[src/hdl/swdt_pkg.sv]
`timescale 1ns / 1ps

package swdt_pkg;

  // Default build values
  localparam int TIMER_WIDTH_DEF = 10;
  localparam int LINE_COUNT_DEF  = 3;

  // Field widths
  localparam int TIME_W  = 10;
  localparam int DEV_W   = 8;
  localparam int LINES_W = 3;
  localparam int SHIFT_W = 16;
  localparam int BCNT_W  = 4;

  // APB register file
  localparam int PADDR_W = 5;
  localparam int PDATA_W = 32;

  // Register reset values
  localparam logic [DEV_W-1:0]  RST_DEVICE_ADDRESS = 8'h72;
  localparam logic [TIME_W-1:0] RST_START_TIME     = 10'd20;
  localparam logic [TIME_W-1:0] RST_END_TIME       = 10'd20;
  localparam logic [TIME_W-1:0] RST_SHORT_TIME     = 10'd20;
  localparam logic [TIME_W-1:0] RST_LONG_TIME      = 10'd40;
  localparam logic [TIME_W-1:0] RST_ACK_WINDOW     = 10'd512;
  localparam logic [TIME_W-1:0] RST_DETECT_HIGH    = 10'd120;
  localparam logic [TIME_W-1:0] RST_DETECT_LOW     = 10'd300;

  // Bits per transfer group (address byte, command byte)
  localparam logic [BCNT_W-1:0] BITS_PER_GROUP = 4'd8;

  typedef enum logic [2:0] {
    REG_DEVICE_ADDRESS = 3'd0,
    REG_START_TIME     = 3'd1,
    REG_END_TIME       = 3'd2,
    REG_SHORT_TIME     = 3'd3,
    REG_LONG_TIME      = 3'd4,
    REG_ACK_WINDOW     = 3'd5,
    REG_DETECT_HIGH    = 3'd6,
    REG_DETECT_LOW     = 3'd7
  } reg_idx_t;

  typedef enum logic [1:0] {
    ACT_TICK = 2'd0,
    ACT_SEND = 2'd1,
    ACT_INIT = 2'd2
  } action_t;

  typedef enum logic [3:0] {
    PH_IDLE    = 4'd0,
    PH_DHIGH   = 4'd1,
    PH_DLOW    = 4'd2,
    PH_START1  = 4'd3,
    PH_ADDR    = 4'd4,
    PH_EOS     = 4'd5,
    PH_START2  = 4'd6,
    PH_CMD     = 4'd7,
    PH_ACKWAIT = 4'd8,
    PH_ACKWIN  = 4'd9,
    PH_STOP    = 4'd10
  } phase_t;

  typedef struct packed {
    logic [DEV_W-1:0]  device_address;
    logic [TIME_W-1:0] start_time;
    logic [TIME_W-1:0] end_time;
    logic [TIME_W-1:0] short_time;
    logic [TIME_W-1:0] long_time;
    logic [TIME_W-1:0] ack_window;
    logic [TIME_W-1:0] detect_high_time;
    logic [TIME_W-1:0] detect_low_time;
  } cfg_t;

endpackage

[src/hdl/swdt_in_if.sv]
`timescale 1ns / 1ps

interface swdt_in_if;
  import swdt_pkg::*;

  logic       valid;
  logic       ready;
  logic [1:0] action;
  logic [1:0] channel;
  logic       want_ack;
  logic [1:0] reg_address;
  logic [4:0] data;
  logic       line_sample;

  modport source (
    output valid, action, channel, want_ack, reg_address, data, line_sample,
    input  ready
  );

  modport sink (
    input  valid, action, channel, want_ack, reg_address, data, line_sample,
    output ready
  );
endinterface

[src/hdl/swdt_out_if.sv]
`timescale 1ns / 1ps

interface swdt_out_if;
  import swdt_pkg::*;

  logic               valid;
  logic               ready;
  logic [LINES_W-1:0] line_levels;
  logic [LINES_W-1:0] drive_mask;
  logic               busy_res;
  logic               done_res;
  logic               ack_valid;
  logic               ack_level;
  logic               rejected;

  modport source (
    output valid, line_levels, drive_mask, busy_res, done_res, ack_valid, ack_level,
           rejected,
    input  ready
  );

  modport sink (
    input  valid, line_levels, drive_mask, busy_res, done_res, ack_valid, ack_level,
           rejected,
    output ready
  );
endinterface

[src/hdl/swdt_core.sv]
`timescale 1ns / 1ps

module swdt_core #(
  parameter int TIMER_WIDTH = swdt_pkg::TIMER_WIDTH_DEF,
  parameter int LINE_COUNT  = swdt_pkg::LINE_COUNT_DEF
) (
  input  logic           clk,
  input  logic           rst,
  input  swdt_pkg::cfg_t cfg,
  swdt_in_if.sink        in_ch,
  swdt_out_if.source     out_ch
);
  import swdt_pkg::*;

  localparam int                     SAT_W   = 17;
  localparam logic [SAT_W-1:0]       TMAX    = SAT_W'((1 << TIMER_WIDTH) - 1);
  localparam logic [2:0]             LC      = 3'(LINE_COUNT);

  // Clamp a register duration to 1..TMAX
  function automatic logic [TIMER_WIDTH-1:0] dur(input logic [TIME_W-1:0] v);
    logic [SAT_W-1:0] w;
    w = SAT_W'(v);
    if (w == '0) w = SAT_W'(1);
    if (w > TMAX) w = TMAX;
    return w[TIMER_WIDTH-1:0];
  endfunction

  function automatic logic [LINE_COUNT-1:0] line_mask(input logic [1:0] sel);
    logic [LINE_COUNT-1:0] m;
    for (int i = 0; i < LINE_COUNT; i++) m[i] = (sel == 2'(i));
    return m;
  endfunction

  // Input stage
  logic       s1_valid;
  logic [1:0] s1_action;
  logic [1:0] s1_channel;
  logic       s1_want_ack;
  logic [1:0] s1_reg_address;
  logic [4:0] s1_data;
  logic       s1_line_sample;
  logic       adv;

  // Sequencer state
  phase_t                 phase, phase_next;
  logic [TIMER_WIDTH-1:0] time_left, time_next, time_dec;
  logic [BCNT_W-1:0]      bits_left, bits_next, bits_dec;
  logic                   half_cell, half_next;
  logic [SHIFT_W-1:0]     shift_bits, shift_next, shift_shl;
  logic [1:0]             active_line, line_next;
  logic                   ack_requested, ackreq_next;
  logic [LINE_COUNT-1:0]  levels, levels_next;
  logic [LINE_COUNT-1:0]  drives, drives_next;
  logic [LINE_COUNT-1:0]  cur_mask, send_mask;
  logic                   busy, chan_bad;
  logic                   done_f, ack_v, ack_l, rej_f;

  // Result register
  logic               out_valid;
  logic [LINES_W-1:0] res_levels, res_drives;
  logic               res_busy, res_done, res_ack_v, res_ack_l, res_rej;

  assign adv          = s1_valid && (!out_valid || out_ch.ready);
  assign in_ch.ready  = !s1_valid || adv;

  assign time_dec  = time_left - 1'b1;
  assign bits_dec  = bits_left - 1'b1;
  assign shift_shl = {shift_bits[SHIFT_W-2:0], 1'b0};
  assign cur_mask  = line_mask(active_line);
  assign send_mask = line_mask(s1_channel);
  assign busy      = (phase != PH_IDLE);
  assign chan_bad  = ({1'b0, s1_channel} >= LC);

  always_comb begin
    phase_next  = phase;
    time_next   = time_left;
    bits_next   = bits_left;
    half_next   = half_cell;
    shift_next  = shift_bits;
    line_next   = active_line;
    ackreq_next = ack_requested;
    levels_next = levels;
    drives_next = drives;
    done_f      = 1'b0;
    ack_v       = 1'b0;
    ack_l       = 1'b0;
    rej_f       = 1'b0;

    unique case (s1_action)
      ACT_TICK: begin
        if (busy) begin
          time_next = time_dec;
          if (time_dec == '0) begin
            unique case (phase)
              PH_DHIGH: begin
                levels_next = '0;
                phase_next  = PH_DLOW;
                time_next   = dur(cfg.detect_low_time);
              end
              PH_DLOW: begin
                levels_next = '1;
                phase_next  = PH_IDLE;
                done_f      = 1'b1;
              end
              PH_START1, PH_START2: begin
                phase_next  = (phase == PH_START1) ? PH_ADDR : PH_CMD;
                bits_next   = BITS_PER_GROUP;
                half_next   = 1'b0;
                levels_next = levels & ~cur_mask;
                time_next   = shift_bits[SHIFT_W-1] ? dur(cfg.short_time)
                                                    : dur(cfg.long_time);
              end
              PH_ADDR, PH_CMD: begin
                if (!half_cell) begin
                  half_next   = 1'b1;
                  levels_next = levels | cur_mask;
                  time_next   = shift_bits[SHIFT_W-1] ? dur(cfg.long_time)
                                                      : dur(cfg.short_time);
                end else begin
                  shift_next = shift_shl;
                  bits_next  = bits_dec;
                  if (bits_dec != '0) begin
                    half_next   = 1'b0;
                    levels_next = levels & ~cur_mask;
                    time_next   = shift_shl[SHIFT_W-1] ? dur(cfg.short_time)
                                                       : dur(cfg.long_time);
                  end else if (phase == PH_ADDR) begin
                    levels_next = levels & ~cur_mask;
                    phase_next  = PH_EOS;
                    time_next   = dur(cfg.end_time);
                  end else if (ack_requested) begin
                    // release the line so the device can pull it low
                    drives_next = drives & ~cur_mask;
                    phase_next  = PH_ACKWAIT;
                    time_next   = dur(cfg.end_time);
                  end else begin
                    levels_next = levels & ~cur_mask;
                    phase_next  = PH_STOP;
                    time_next   = dur(cfg.end_time);
                  end
                end
              end
              PH_EOS: begin
                levels_next = levels | cur_mask;
                phase_next  = PH_START2;
                time_next   = dur(cfg.start_time);
              end
              PH_ACKWAIT: begin
                ack_v      = 1'b1;
                ack_l      = s1_line_sample;
                phase_next = PH_ACKWIN;
                time_next  = dur(cfg.ack_window);
              end
              PH_ACKWIN: begin
                drives_next = drives | cur_mask;
                levels_next = levels | cur_mask;
                phase_next  = PH_IDLE;
                done_f      = 1'b1;
              end
              default: begin
                // stop phase: end-of-stream low is over, line back high
                levels_next = levels | cur_mask;
                phase_next  = PH_IDLE;
                done_f      = 1'b1;
              end
            endcase
          end
        end
      end
      ACT_SEND: begin
        if (busy || chan_bad) begin
          rej_f = 1'b1;
        end else begin
          line_next   = s1_channel;
          ackreq_next = s1_want_ack;
          shift_next  = {cfg.device_address, s1_want_ack, s1_reg_address, s1_data};
          drives_next = drives | send_mask;
          levels_next = levels | send_mask;
          phase_next  = PH_START1;
          time_next   = dur(cfg.start_time);
        end
      end
      ACT_INIT: begin
        if (busy) begin
          rej_f = 1'b1;
        end else begin
          drives_next = '1;
          levels_next = '1;
          phase_next  = PH_DHIGH;
          time_next   = dur(cfg.detect_high_time);
        end
      end
      default: begin
      end
    endcase
  end

  always_ff @(posedge clk) begin
    if (rst) begin
      s1_valid      <= 1'b0;
      out_valid     <= 1'b0;
      phase         <= PH_IDLE;
      time_left     <= '0;
      bits_left     <= '0;
      half_cell     <= 1'b0;
      shift_bits    <= '0;
      active_line   <= '0;
      ack_requested <= 1'b0;
      levels        <= '0;
      drives        <= '1;
    end else begin
      if (in_ch.ready) s1_valid <= in_ch.valid;
      if (adv) begin
        out_valid     <= 1'b1;
        phase         <= phase_next;
        time_left     <= time_next;
        bits_left     <= bits_next;
        half_cell     <= half_next;
        shift_bits    <= shift_next;
        active_line   <= line_next;
        ack_requested <= ackreq_next;
        levels        <= levels_next;
        drives        <= drives_next;
      end else if (out_ch.ready) begin
        out_valid <= 1'b0;
      end
    end
  end

  always_ff @(posedge clk) begin
    if (in_ch.valid && in_ch.ready) begin
      s1_action      <= in_ch.action;
      s1_channel     <= in_ch.channel;
      s1_want_ack    <= in_ch.want_ack;
      s1_reg_address <= in_ch.reg_address;
      s1_data        <= in_ch.data;
      s1_line_sample <= in_ch.line_sample;
    end
    if (adv) begin
      res_levels <= LINES_W'(levels_next & drives_next);
      res_drives <= LINES_W'(drives_next);
      res_busy   <= (phase_next != PH_IDLE);
      res_done   <= done_f;
      res_ack_v  <= ack_v;
      res_ack_l  <= ack_l;
      res_rej    <= rej_f;
    end
  end

  assign out_ch.valid       = out_valid;
  assign out_ch.line_levels = res_levels;
  assign out_ch.drive_mask  = res_drives;
  assign out_ch.busy_res    = res_busy;
  assign out_ch.done_res    = res_done;
  assign out_ch.ack_valid   = res_ack_v;
  assign out_ch.ack_level   = res_ack_l;
  assign out_ch.rejected    = res_rej;

endmodule

[src/hdl/single_wire_dimming_transmitter.sv]
`timescale 1ns / 1ps

// Channel   | Dir | Handshake            | Word
// ----------+-----+----------------------+-----------------------------------------------
// in_ch     | in  | valid/ready          | action, channel, want_ack, reg_address, data,
//           |     |                      | line_sample
// out_ch    | out | valid/ready          | line_levels, drive_mask, busy_res, done_res,
//           |     |                      | ack_valid, ack_level, rejected
// APB       | in  | psel/penable, pready | 8 timing/address registers at 4*index
//
// One word per cycle sustained while out_ch is ready; each word is registered in the input
// stage, stepped through the sequencer and lands in the result register.
// The combinational sequencer update (timer decrement plus segment select) sets the rate.
// Synchronous active-high rst: idle phase, all lines driven low, registers to defaults.
// A stalled out_ch holds its word; the input stage fills and then drops in_ch.ready.

module single_wire_dimming_transmitter #(
  parameter int TIMER_WIDTH = swdt_pkg::TIMER_WIDTH_DEF,
  parameter int LINE_COUNT  = swdt_pkg::LINE_COUNT_DEF
) (
  input  logic                         clk,
  input  logic                         rst,
  swdt_in_if.sink                      in_ch,
  swdt_out_if.source                   out_ch,
  input  logic                         psel,
  input  logic                         penable,
  input  logic                         pwrite,
  input  logic [swdt_pkg::PADDR_W-1:0] paddr,
  input  logic [swdt_pkg::PDATA_W-1:0] pwdata,
  output logic [swdt_pkg::PDATA_W-1:0] prdata,
  output logic                         pready
);
  import swdt_pkg::*;

  cfg_t     cfg;
  reg_idx_t reg_sel;
  logic     cfg_wr;

  // Registers sit on 32-bit word boundaries; low address bits are ignored.
  assign reg_sel = reg_idx_t'(paddr[PADDR_W-1:2]);
  assign cfg_wr  = psel && penable && pwrite;
  assign pready  = 1'b1;

  always_ff @(posedge clk) begin
    if (rst) begin
      cfg.device_address   <= RST_DEVICE_ADDRESS;
      cfg.start_time       <= RST_START_TIME;
      cfg.end_time         <= RST_END_TIME;
      cfg.short_time       <= RST_SHORT_TIME;
      cfg.long_time        <= RST_LONG_TIME;
      cfg.ack_window       <= RST_ACK_WINDOW;
      cfg.detect_high_time <= RST_DETECT_HIGH;
      cfg.detect_low_time  <= RST_DETECT_LOW;
    end else if (cfg_wr) begin
      unique case (reg_sel)
        REG_DEVICE_ADDRESS: cfg.device_address   <= pwdata[DEV_W-1:0];
        REG_START_TIME:     cfg.start_time       <= pwdata[TIME_W-1:0];
        REG_END_TIME:       cfg.end_time         <= pwdata[TIME_W-1:0];
        REG_SHORT_TIME:     cfg.short_time       <= pwdata[TIME_W-1:0];
        REG_LONG_TIME:      cfg.long_time        <= pwdata[TIME_W-1:0];
        REG_ACK_WINDOW:     cfg.ack_window       <= pwdata[TIME_W-1:0];
        REG_DETECT_HIGH:    cfg.detect_high_time <= pwdata[TIME_W-1:0];
        REG_DETECT_LOW:     cfg.detect_low_time  <= pwdata[TIME_W-1:0];
      endcase
    end
  end

  // Read-back mux
  always_comb begin
    unique case (reg_sel)
      REG_DEVICE_ADDRESS: prdata = PDATA_W'(cfg.device_address);
      REG_START_TIME:     prdata = PDATA_W'(cfg.start_time);
      REG_END_TIME:       prdata = PDATA_W'(cfg.end_time);
      REG_SHORT_TIME:     prdata = PDATA_W'(cfg.short_time);
      REG_LONG_TIME:      prdata = PDATA_W'(cfg.long_time);
      REG_ACK_WINDOW:     prdata = PDATA_W'(cfg.ack_window);
      REG_DETECT_HIGH:    prdata = PDATA_W'(cfg.detect_high_time);
      REG_DETECT_LOW:     prdata = PDATA_W'(cfg.detect_low_time);
    endcase
  end

  swdt_core #(
    .TIMER_WIDTH (TIMER_WIDTH),
    .LINE_COUNT  (LINE_COUNT)
  ) u_core (
    .clk    (clk),
    .rst    (rst),
    .cfg    (cfg),
    .in_ch  (in_ch),
    .out_ch (out_ch)
  );

  // A released line never shows a driven level
  a_levels_driven: assert property (@(posedge clk) disable iff (rst)
    out_ch.valid |-> ((out_ch.line_levels & ~out_ch.drive_mask) == '0))
    else $error("line level reported on a released line");

  // Finishing a sequence leaves the block idle
  a_done_idle: assert property (@(posedge clk) disable iff (rst)
    (out_ch.valid && out_ch.done_res) |-> !out_ch.busy_res)
    else $error("done word still busy");

  // A refused command never advances a sequence
  a_reject_clean: assert property (@(posedge clk) disable iff (rst)
    (out_ch.valid && out_ch.rejected) |-> (!out_ch.done_res && !out_ch.ack_valid))
    else $error("rejected word carries sequence events");

  // Acknowledge level only accompanies a sample, which happens mid-command
  a_ack_sample: assert property (@(posedge clk) disable iff (rst)
    (out_ch.valid && out_ch.ack_level) |-> (out_ch.ack_valid && out_ch.busy_res))
    else $error("acknowledge level without a sample");

endmodule
[src/flat_wrapper.sv]
// flat-port wrapper written by rule: the top's interface ports become plain ports
module single_wire_dimming_transmitter_flat import swdt_pkg::*;
#(
  parameter int TIMER_WIDTH = swdt_pkg::TIMER_WIDTH_DEF,
  parameter int LINE_COUNT  = swdt_pkg::LINE_COUNT_DEF
)
  (clk, rst, psel, penable, pwrite, paddr, pwdata, prdata, pready, in_ch_valid, in_ch_action, in_ch_channel, in_ch_want_ack, in_ch_reg_address, in_ch_data, in_ch_line_sample, in_ch_ready, out_ch_valid, out_ch_line_levels, out_ch_drive_mask, out_ch_busy_res, out_ch_done_res, out_ch_ack_valid, out_ch_ack_level, out_ch_rejected, out_ch_ready);
  swdt_in_if in_ch_i ();
  swdt_out_if out_ch_i ();
  input  logic clk;
  input  logic rst;
  input  logic psel;
  input  logic penable;
  input  logic pwrite;
  input  logic [swdt_pkg::PADDR_W-1:0] paddr;
  input  logic [swdt_pkg::PDATA_W-1:0] pwdata;
  output logic [swdt_pkg::PDATA_W-1:0] prdata;
  output logic pready;
  input wire logic [$bits(in_ch_i.valid)-1:0] in_ch_valid;
  input wire logic [$bits(in_ch_i.action)-1:0] in_ch_action;
  input wire logic [$bits(in_ch_i.channel)-1:0] in_ch_channel;
  input wire logic [$bits(in_ch_i.want_ack)-1:0] in_ch_want_ack;
  input wire logic [$bits(in_ch_i.reg_address)-1:0] in_ch_reg_address;
  input wire logic [$bits(in_ch_i.data)-1:0] in_ch_data;
  input wire logic [$bits(in_ch_i.line_sample)-1:0] in_ch_line_sample;
  output wire logic [$bits(in_ch_i.ready)-1:0] in_ch_ready;
  output wire logic [$bits(out_ch_i.valid)-1:0] out_ch_valid;
  output wire logic [$bits(out_ch_i.line_levels)-1:0] out_ch_line_levels;
  output wire logic [$bits(out_ch_i.drive_mask)-1:0] out_ch_drive_mask;
  output wire logic [$bits(out_ch_i.busy_res)-1:0] out_ch_busy_res;
  output wire logic [$bits(out_ch_i.done_res)-1:0] out_ch_done_res;
  output wire logic [$bits(out_ch_i.ack_valid)-1:0] out_ch_ack_valid;
  output wire logic [$bits(out_ch_i.ack_level)-1:0] out_ch_ack_level;
  output wire logic [$bits(out_ch_i.rejected)-1:0] out_ch_rejected;
  input wire logic [$bits(out_ch_i.ready)-1:0] out_ch_ready;
  assign in_ch_i.valid = in_ch_valid;
  assign in_ch_i.action = in_ch_action;
  assign in_ch_i.channel = in_ch_channel;
  assign in_ch_i.want_ack = in_ch_want_ack;
  assign in_ch_i.reg_address = in_ch_reg_address;
  assign in_ch_i.data = in_ch_data;
  assign in_ch_i.line_sample = in_ch_line_sample;
  assign in_ch_ready = in_ch_i.ready;
  assign out_ch_valid = out_ch_i.valid;
  assign out_ch_line_levels = out_ch_i.line_levels;
  assign out_ch_drive_mask = out_ch_i.drive_mask;
  assign out_ch_busy_res = out_ch_i.busy_res;
  assign out_ch_done_res = out_ch_i.done_res;
  assign out_ch_ack_valid = out_ch_i.ack_valid;
  assign out_ch_ack_level = out_ch_i.ack_level;
  assign out_ch_rejected = out_ch_i.rejected;
  assign out_ch_i.ready = out_ch_ready;
  single_wire_dimming_transmitter #(.TIMER_WIDTH(TIMER_WIDTH), .LINE_COUNT(LINE_COUNT)) u_core (.clk(clk), .rst(rst), .in_ch(in_ch_i), .out_ch(out_ch_i), .psel(psel), .penable(penable), .pwrite(pwrite), .paddr(paddr), .pwdata(pwdata), .prdata(prdata), .pready(pready));
endmodule
[config.mk]
export PLATFORM = sky130hd
export DESIGN_NAME = single_wire_dimming_transmitter_flat
export DESIGN_NICKNAME = d
export VERILOG_FILES = /design/src/hdl/swdt_pkg.sv /design/src/hdl/swdt_in_if.sv /design/src/hdl/swdt_out_if.sv /design/src/hdl/swdt_core.sv /design/src/hdl/single_wire_dimming_transmitter.sv /design/src/flat_wrapper.sv
export SDC_FILE = /design/constraint.sdc
export NUM_CORES = 1
export LEC_CHECK = 0
export BUFFER_PORTS_ARGS = -buffer_cell sky130_fd_sc_hd__buf_2
export CAP_MARGIN = 20
export CORE_MARGIN = 2
export CORE_UTILIZATION = 50
export CTS_CLUSTER_DIAMETER = 120
export DETAILED_ROUTE_END_ITERATION = 8
export PLACE_DENSITY = 0.76
export SLEW_MARGIN = 20
export SYNTH_ARGS = -nofsm -noshare
export SYNTH_HDL_FRONTEND = slang
export SYNTH_SLANG_ARGS = --single-unit
[constraint.sdc]
create_clock -name clk -period 2.9 [get_ports clk]
set_input_delay 0.435 -clock clk [delete_from_list [all_inputs] [get_ports clk]]
set_output_delay 0.435 -clock clk [all_outputs]
set_load 0.01 [all_outputs]
==> out/summary.log, run 1 <==
qor: power.ir_drop 0.4372 mV
qor: routing.routed_via_density 6.251
qor: place.io_buffers 55
qor: synthesis.yosysWarnings 0
qor: timing.final_count_of_hold_timing_violations 0
qor: cts.tritoncts_clock_tree built
qor: place.dp_worst_setup_slack 0.1123 ns
qor: floorplan.dieArea 0.01920 mm2
qor: critical_path.timing.critical_path.cells inv_1 > ha_1 > or2_2 > o211ai_1 > buf_4 > nand3_1 > buf_4 > mux2i_1 > a21oi_1 > a221oi_1 > o211ai_1
qor: cts.cts.reportedPaths.clkPinSlew 0.08 ns
qor: final_layout.antenna_cells 0
qor: synthesis.syn_avg_cell_area 8.532 um2
qor: cts.root_buffer sky130_fd_sc_hd__clkbuf_16
qor: timing.final-max-slew-violation-count 0
qor: critical_path.worst_ep_required_time 3.20 ns
qor: synthesis.synth_ff_type sky130_fd_sc_hd__dfxtp_1
qor: critical_path.stage_delay_of_the_slowest_cell_on_the_critical_path 0.48 ns
qor: timing.timing.final.crit_share 95.31%
qor: cts.clk-insertion-delay-late 0.44 ns
qor: place.gp_congestion 0.9479
qor: floorplan.die_w 138.6 um
qor: power.p_leak 3.672 nW
qor: critical_path.critPathMaxFanout 9
qor: critical_path.critical_path.startpoint u_core.u_core.bits_left[0]
qor: final_layout.layout_common_cells 131 x sky130_fd_sc_hd__nor2_1, 124 x sky130_fd_sc_hd__dfxtp_1, 114 x sky130_fd_sc_hd__mux2i_1
qor: critical_path.end_kind register
qor: critical_path.critical_path_arrival 3.06 ns
qor: critical_path.critPathLaunchType register
qor: timing.setup_slack 0.1360 ns
qor: final_layout.layout_commonest_cell sky130_fd_sc_hd__nor2_1
qor: synthesis.async_flop_share 0%
qor: synthesis.ys_ff_latch 148
qor: floorplan.core.rowCount 49
qor: floorplan.die_height 138.6 um
qor: final_layout.layout_cells_sized_above_1 18.13%
qor: critical_path.reg2reg_slack 0.14 ns
qor: critical_path.reg2reg_from u_core.u_core.bits_left[0]
qor: critical_path.reg2regPathDepth 11
qor: global_route.grt_antenna_before_repair 0
qor: final_layout.fill_cells 1586
qor: global_route.globalRouteTotalUtil 27.55%
qor: critical_path.rr_endpoint u_core.u_core.time_left[4]
qor: timing.timing.final.crit_period 2.764 ns
qor: synthesis.syn_inst 1061
qor: timing.pin_slew_with_the_least_headroom_to_its_limit 0.7452 ns
qor: routing.wl_per_cell 19.67 um
qor: routing.dr.pass1.iters 6
qor: synthesis.sequential_area_share_after_synthesis 35.38%
qor: global_route.maximum_number_of_pins_on_one_net_before_global_route_repair 58
qor: cts.cts_made_buffers 17
qor: status.outcome finished, final reports clean
qor: final_layout.layout-area-overhead-vs-synth 12.56%
qor: global_route.grt.overflow.total 0
qor: global_route.grt_pass1_wl 42580 um
qor: floorplan.placeableCoreArea 0.01784 mm2
qor: synthesis.synth_edf_count 24
qor: routing.dr_total_vias 8432
qor: routing.ant_nets 0
qor: critical_path.critical-path-slowest-cell sky130_fd_sc_hd__dfxtp_1
qor: synthesis.netlist_area 0.009052 mm2
qor: floorplan.num_io_pins 103
qor: timing.tns 0 ns
qor: critical_path.crit_end u_core.u_core.time_left[4]
qor: routing.first_iteration_detailed_routing_drc_count 864
qor: routing.wirelength 26540 um
qor: cts.htree_num_levels 4
qor: critical_path.timing.critical_path.depth 11
qor: critical_path.crit_family compound AO/OA/AOI/OAI gates
qor: timing.finalSetupViolCount 0
qor: timing.max_clock_freq 361.8 MHz
qor: final_layout.finish.net_count 1172
qor: hold_path.worstHoldPathType in2reg
qor: floorplan.initial_utilization 50.74%
qor: synthesis.post_synth_num_cell_types 79
qor: routing.detail_route.drc_violations 0
qor: global_route.first_global_vias 7849
qor: critical_path.timing_worst_setup_path_type reg2reg
qor: job.maxCapViolations 0
qor: timing.finalClockSkew 0.01299 ns
qor: cts.clk_path_buf_depth 2
qor: timing.setup_repair_after_global_routing_missed_its_margin no
qor: power.power_per_cell_area 497.3 mW/mm2
qor: critical_path.buffers_and_inverters_on_the_worst_path 3
qor: cts.cts.sinks 148
qor: timing.max_slew_headroom 50.27%
qor: place.dp_hpwl 18580 um
## final cells by class
class                           count  area (um2)  share of cell area, %
Clock buffer                       17       425.4                  4.175
Clock inverter                     15       145.1                  1.424
Inverter                           31       116.4                  1.142
Multi-Input combinational cell    800        5318                  52.19
Sequential cell                   148        3203                  31.43
Tap cell                          229       286.5                  2.812
Timing Repair Buffer              109       695.7                  6.827
## cells by family after synthesis
kind of cell / share of synthesized area [%]
xor gates and xnor gates: 0.4837
other: 0.08296
buffers and inverters: 7.104
muxes: 15.47
adders and majority gates: 1.106
and+or+nand+nor: 20.04
AOI/OAI and AO/OA: 20.33
DFF: 35.38
## flip-flops by register name, indices dropped and copies added (netlist names), 2 cells and up
name and cells:
u_core.cfg 78, u_core.u_core.active_line 2, u_core.u_core.bits_left 4, u_core.u_core.drives 3
u_core.u_core.levels 3, u_core.u_core.out_ch.drive_mask 3, u_core.u_core.out_ch.line_levels 3, u_core.u_core.phase 4
u_core.u_core.s1_action 2, u_core.u_core.s1_channel 2, u_core.u_core.s1_data 5, u_core.u_core.s1_reg_address 2
u_core.u_core.shift_bits 16, u_core.u_core.time_left 10
## how the worst min path moves through the flow
stage / start / to / cells after the start
global route: in_ch_data[0] / u_core.u_core.s1_data[0] / 1
CTS: in_ch_action[1] / u_core.u_core.s1_action[1] / 1
finish: in_ch_action[1] / u_core.u_core.s1_action[1] / 1
floorplan: u_core.cfg[50] / u_core.cfg[50] / 2
global placement: u_core.cfg[51] / u_core.cfg[51] / 2
detailed placement: u_core.u_core.shift_bits[0] / u_core.u_core.shift_bits[0] / 2
## cell usage after synthesis, types with 4 or more instances
cell                       number  share of area [%]
sky130_fd_sc_hd__a221oi_1      19                1.8
sky130_fd_sc_hd__nor2_1       131                5.4
sky130_fd_sc_hd__xor2_1         4               0.39
sky130_fd_sc_hd__ha_1           8                1.1
sky130_fd_sc_hd__o21a_1         6               0.50
sky130_fd_sc_hd__nand2_1       96                4.0
sky130_fd_sc_hd__or3_1          4               0.28
sky130_fd_sc_hd__o21ai_0       47                2.6
sky130_fd_sc_hd__buf_1         14               0.58
sky130_fd_sc_hd__mux2i_1      114                 13
sky130_fd_sc_hd__dfxtp_1      124                 27
sky130_fd_sc_hd__o21ai_1        4               0.22
sky130_fd_sc_hd__nand3_1       21                1.2
sky130_fd_sc_hd__buf_6          4               0.50
sky130_fd_sc_hd__a211oi_1      26                2.2
sky130_fd_sc_hd__buf_4         27                2.2
sky130_fd_sc_hd__nand4_1       10               0.69
sky130_fd_sc_hd__a31oi_1       21                1.5
sky130_fd_sc_hd__nor2_2         5               0.35
sky130_fd_sc_hd__mux2_2        11                1.4
sky130_fd_sc_hd__and3_1         4               0.28
sky130_fd_sc_hd__inv_1         29                1.2
sky130_fd_sc_hd__nor3b_1        4               0.33
sky130_fd_sc_hd__a211oi_2      14                1.9
sky130_fd_sc_hd__mux4_2         6                1.5
sky130_fd_sc_hd__nor3_1        22                1.2
sky130_fd_sc_hd__buf_2          7               0.39
sky130_fd_sc_hd__edfxtp_1      24                8.0
sky130_fd_sc_hd__nor2b_1       20                1.4
sky130_fd_sc_hd__and2_1         6               0.41
sky130_fd_sc_hd__a21oi_1       53                2.9
sky130_fd_sc_hd__nand2b_1      13               0.90
sky130_fd_sc_hd__o211ai_1      14                1.2
sky130_fd_sc_hd__o31ai_1        6               0.50
sky130_fd_sc_hd__a22oi_1       11               0.91
sky130_fd_sc_hd__nor4_1        12               0.83
sky130_fd_sc_hd__clkbuf_1      51                2.1
sky130_fd_sc_hd__a311oi_1       4               0.39
## power breakdown
part           switching (mW)  internal, mW
combinational           0.447         0.249
clock                   0.974          1.21
sequential             0.0494          2.14
total                    1.47          3.60
## timing repair
action                     CTS  global route
buffers inserted             0             1
resized for setup            0             3
hold buffers                 0             0
setup endpoints to repair    0            17
## metrics by stage
stage | hold WS [ns] | area (um2) | std cells | power (mW) | util (%)
after floorplan | 0.4492 | 9131 | 1082 | 2.728 | -
final | 0.1685 | 10190 | 1349 | 5.067 | 57.11
after CTS | 0.1535 | 10170 | 1348 | 5.080 | 56.99
after global routing | 0.1641 | 10190 | 1349 | 5.243 | 57.11
after global placement | 0.4619 | 9597 | 1316 | 2.906 | 53.79
after detailed placement | 0.4707 | 9597 | 1316 | 2.917 | 53.79
## layer usage
metal | part of all wire (%) | GRT usage (%)
met3 | 8.7 | 6.319
met4 | 3.9 | 13.91
met1 | 43 | 36.95
met2 | 45 | 41.84
met5 | 0 | 0
Note: power is estimated with default switching activity, not from simulation.
==> run 2, diff against run 1 <==
CELL_PAD_IN_SITES_DETAIL_PLACEMENT = 1   (was unset)
CELL_PAD_IN_SITES_GLOBAL_PLACEMENT = 1   (was unset)
CORE_UTILIZATION = 41   (was 50)
PLACE_DENSITY = 0.84   (was 0.76)
clock period = 2.41 ns   (was 2.9 ns; I/O delays follow)
==> run 2 against run 1 <==
  * The flow now finishes with violations (negative setup slack)
  * Sequential share of layout area decreased by 3.0 points
  * Maximum frequency increased by 7.8%
  * Count of clock-buffer cells in the layout increased by 4
  * Critical path type unchanged
  * Largest cell class unchanged
==> out/summary.log, run 2 (synthesis results as in run 1) <==
qor: status.outcome complete, but fails checks [was finished, final reports clean]
qor: status.failed_checks negative setup slack
qor: cts.tritoncts_clock_tree built [unchanged]
qor: cts.cts_hold_repair.buffers 0 [unchanged]
qor: timing.tns -2.857 ns [was 0 ns]
qor: final_layout.finish.net_count 1235 [was 1172]
qor: floorplan.die_w 152.6 um [was 138.6 um]
qor: global_route.maximum_number_of_pins_on_one_net_before_global_route_repair 57 [was 58]
qor: final_layout.antenna_cells 0 [unchanged]
qor: routing.routed_via_density 6.353 [was 6.251]
qor: place.gp_congestion 0.9592 [was 0.9479]
qor: place.dp_worst_setup_slack -0.1384 ns [was 0.1123 ns]
qor: cts.cts_made_buffers 17 [unchanged]
qor: timing.finalClockSkew 0.03125 ns [was 0.01299 ns]
qor: power.power_per_cell_area 579.0 mW/mm2 [was 497.3 mW/mm2]
qor: timing.setup_repair_after_global_routing_missed_its_margin yes [was no]
qor: timing.timing.final.crit_share 106.4% [was 95.31%]
qor: global_route.grt_pass1_wl 52580 um [was 42580 um]
qor: routing.wl_per_cell 23.66 um [was 19.67 um]
qor: floorplan.dieArea 0.02328 mm2 [was 0.01920 mm2]
qor: cts.cts.reportedPaths.clkPinSlew 0.07 ns [was 0.08 ns]
qor: place.numPlacedInstances 1417 [was 1316]
qor: final_layout.max_flop_register u_core.cfg [unchanged]
qor: timing.timing.final.crit_period 2.565 ns [was 2.764 ns]
qor: timing.max_clock_freq 389.9 MHz [was 361.8 MHz]
qor: global_route.first_global_vias 9357 [was 7849]
qor: floorplan.placeableCoreArea 0.02176 mm2 [was 0.01784 mm2]
qor: place.dp_hpwl 23070 um [was 18580 um]
qor: timing.final-max-slew-violation-count 0 [unchanged]
qor: cts.root_buffer sky130_fd_sc_hd__clkbuf_16 [unchanged]
qor: final_layout.layout_commonest_cell sky130_fd_sc_hd__nor2_1 [unchanged]
qor: final_layout.final-instance-count-excl-fill 1463 [was 1349]
qor: cts.htree_num_levels 4 [unchanged]
qor: routing.wirelength 34610 um [was 26540 um]
qor: global_route.globalRouteTotalUtil 28.49% [was 27.55%]
qor: routing.top_signal_layer_used met4 [unchanged]
qor: critical_path.critPathMaxFanout 16 [was 9]
qor: global_route.grt_antenna_before_repair 0 [unchanged]
qor: final_layout.final_core_util 51.79% [was 57.11%]
qor: timing.max_slew_headroom 48.59% [was 50.27%]
qor: timing.pin_slew_with_the_least_headroom_to_its_limit 0.7711 ns [was 0.7452 ns]
qor: critical_path.critPathLaunchType register [unchanged]
qor: timing.final_count_of_hold_timing_violations 0 [unchanged]
qor: cts.clk_path_buf_depth 2 [unchanged]
qor: final_layout.layout-area-overhead-vs-synth 24.48% [was 12.56%]
qor: final_layout.layout_common_cells 130 x sky130_fd_sc_hd__nor2_1, 120 x sky130_fd_sc_hd__dfxtp_1, 111 x sky130_fd_sc_hd__mux2i_1 [was 131 x sky130_fd_sc_hd__nor2_1, 124 x sky130_fd_sc_hd__dfxtp_1, 114 x sky130_fd_sc_hd__mux2i_1]
qor: cts.clk-insertion-delay-late 0.45 ns [was 0.44 ns]
qor: routing.detail_route.drc_violations 0 [unchanged]
qor: floorplan.die_height 152.6 um [was 138.6 um]
qor: critical_path.end_kind register [unchanged]
qor: final_layout.layout_cells_sized_above_1 27.56% [was 18.13%]
qor: floorplan.core.rowCount 54 [was 49]
qor: critical_path.worst_ep_required_time 2.77 ns [was 3.20 ns]
qor: timing.finalSetupViolCount 34 [was 0]
qor: final_layout.reg_top3 u_core.cfg (78), u_core.u_core.shift_bits (16), u_core.u_core.time_left (10) [unchanged]
qor: routing.dr_wl_met3 2333 um [was 2300 um]
qor: routing.detailroute.wirelength.met2 16800 um [was 11890 um]
qor: hold_path.worstHoldPathType in2reg [unchanged]
qor: timing.worst_hold_slack 0.08813 ns [was 0.1685 ns]
qor: timing.setup_slack -0.1547 ns [was 0.1360 ns]
qor: global_route.grt.overflow.total 0 [unchanged]
qor: routing.dr.pass1.iters 5 [was 6]
qor: floorplan.num_io_pins 103 [unchanged]
qor: routing.ant_nets 0 [unchanged]
qor: power.p_leak 4.117 nW [was 3.672 nW]
qor: critical_path.critical_path_arrival 2.92 ns [was 3.06 ns]
qor: place.io_buffers 55 [unchanged]
qor: power.ir_drop 0.4227 mV [was 0.4372 mV]
qor: floorplan.initial_utilization 41.61% [was 50.74%]
qor: job.maxCapViolations 0 [unchanged]
qor: critical_path.timing_worst_setup_path_type reg2reg [unchanged]
qor: final_layout.largest_reg_flops 78 [unchanged]
qor: routing.wirelength_met1 13950 um [was 11300 um]
qor: cts.cts.sinks 148 [unchanged]
qor: routing.first_iteration_detailed_routing_drc_count 889 [was 864]
qor: routing.dr_total_vias 9294 [was 8432]
==> run 2: changes by cell type in the layout (fill, tap and decap cells not counted), moves of 6 or more <==
cell                       delta
sky130_fd_sc_hd__a211oi_1    -10
sky130_fd_sc_hd__a211oi_2     +9
sky130_fd_sc_hd__a221oi_1     -7
sky130_fd_sc_hd__a221oi_2     +7
sky130_fd_sc_hd__buf_4       +44
sky130_fd_sc_hd__buf_6       +12
sky130_fd_sc_hd__o21ai_0      -6
==> run 2: cell type report <==
| type | count | area, um2 |
|---|---|---|
| flip-flops and latches | 148 | 3208 |
| well taps | 280 | 350.3 |
| repair buffers | 172 | 1316 |
| clock buffers | 21 | 481.7 |
| fillers | 2558 | 10490 |
| clock inverters | 11 | 135.1 |
| inverters | 31 | 116.4 |
| multi-input cells | 800 | 5660 |
==> run 2: power breakdown <==
part / switching (mW) / internal [mW]
registers: 0.0646 / 2.58
logic: 0.642 / 0.422
clock network: 1.23 / 1.59
==> run 2: metal layers <==
layer | global-route usage [%] | vias to the layer above
met2 | 47.68 | 459
met3 | 5.290 | 131
li1 | - | 4057
met5 | 0 | -
met1 | 34.96 | 4647
met4 | 14.81 | 0
==> run 2: through the flow <==
step | instance area (um2) | total power [mW]
2_1_floorplan | 9141 | 3.284
3_3_place_gp | 10080 | 3.580
3_5_place_dp | 10080 | 3.614
4_1_cts | 10990 | 6.470
5_1_grt | 11270 | 6.711
6_report | 11270 | 6.524
==> run 2: final timing paths <==
check                                                     to  slack (ns)  cells past startpoint                   startpoint
worst min register to register   u_core.u_core.shift_bits[0]        0.50                      2  u_core.u_core.shift_bits[0]
worst max register to register  u_core.u_core.shift_bits[14]       -0.15                     11   u_core.u_core.time_left[1]
worst min-delay path                u_core.u_core.s1_data[3]        0.09                      1                in_ch_data[3]
worst max-delay path            u_core.u_core.shift_bits[14]       -0.15                     11   u_core.u_core.time_left[1]
==> run 2: worst max-delay path: stages, from the launching register on <==
cell and delay, ns:
sky130_fd_sc_hd__dfxtp_2 0.35, sky130_fd_sc_hd__inv_2 0.06, sky130_fd_sc_hd__ha_4 0.16, sky130_fd_sc_hd__or2_1 0.21, sky130_fd_sc_hd__o32a_1 0.32, sky130_fd_sc_hd__a2111oi_4 0.29, sky130_fd_sc_hd__buf_4 0.23, sky130_fd_sc_hd__nand4_4 0.10
sky130_fd_sc_hd__a21oi_4 0.26, sky130_fd_sc_hd__buf_12 0.18, sky130_fd_sc_hd__nor2_1 0.07, sky130_fd_sc_hd__a211oi_2 0.25
==> run 2: timing repair <==
action,in CTS,in global routing
endpoints found under the setup margin,40,51
cloned,3,0
pin swaps,16,22
setup buffers,9,4
hold endpoints to repair,0,0
gates resized for setup,33,59
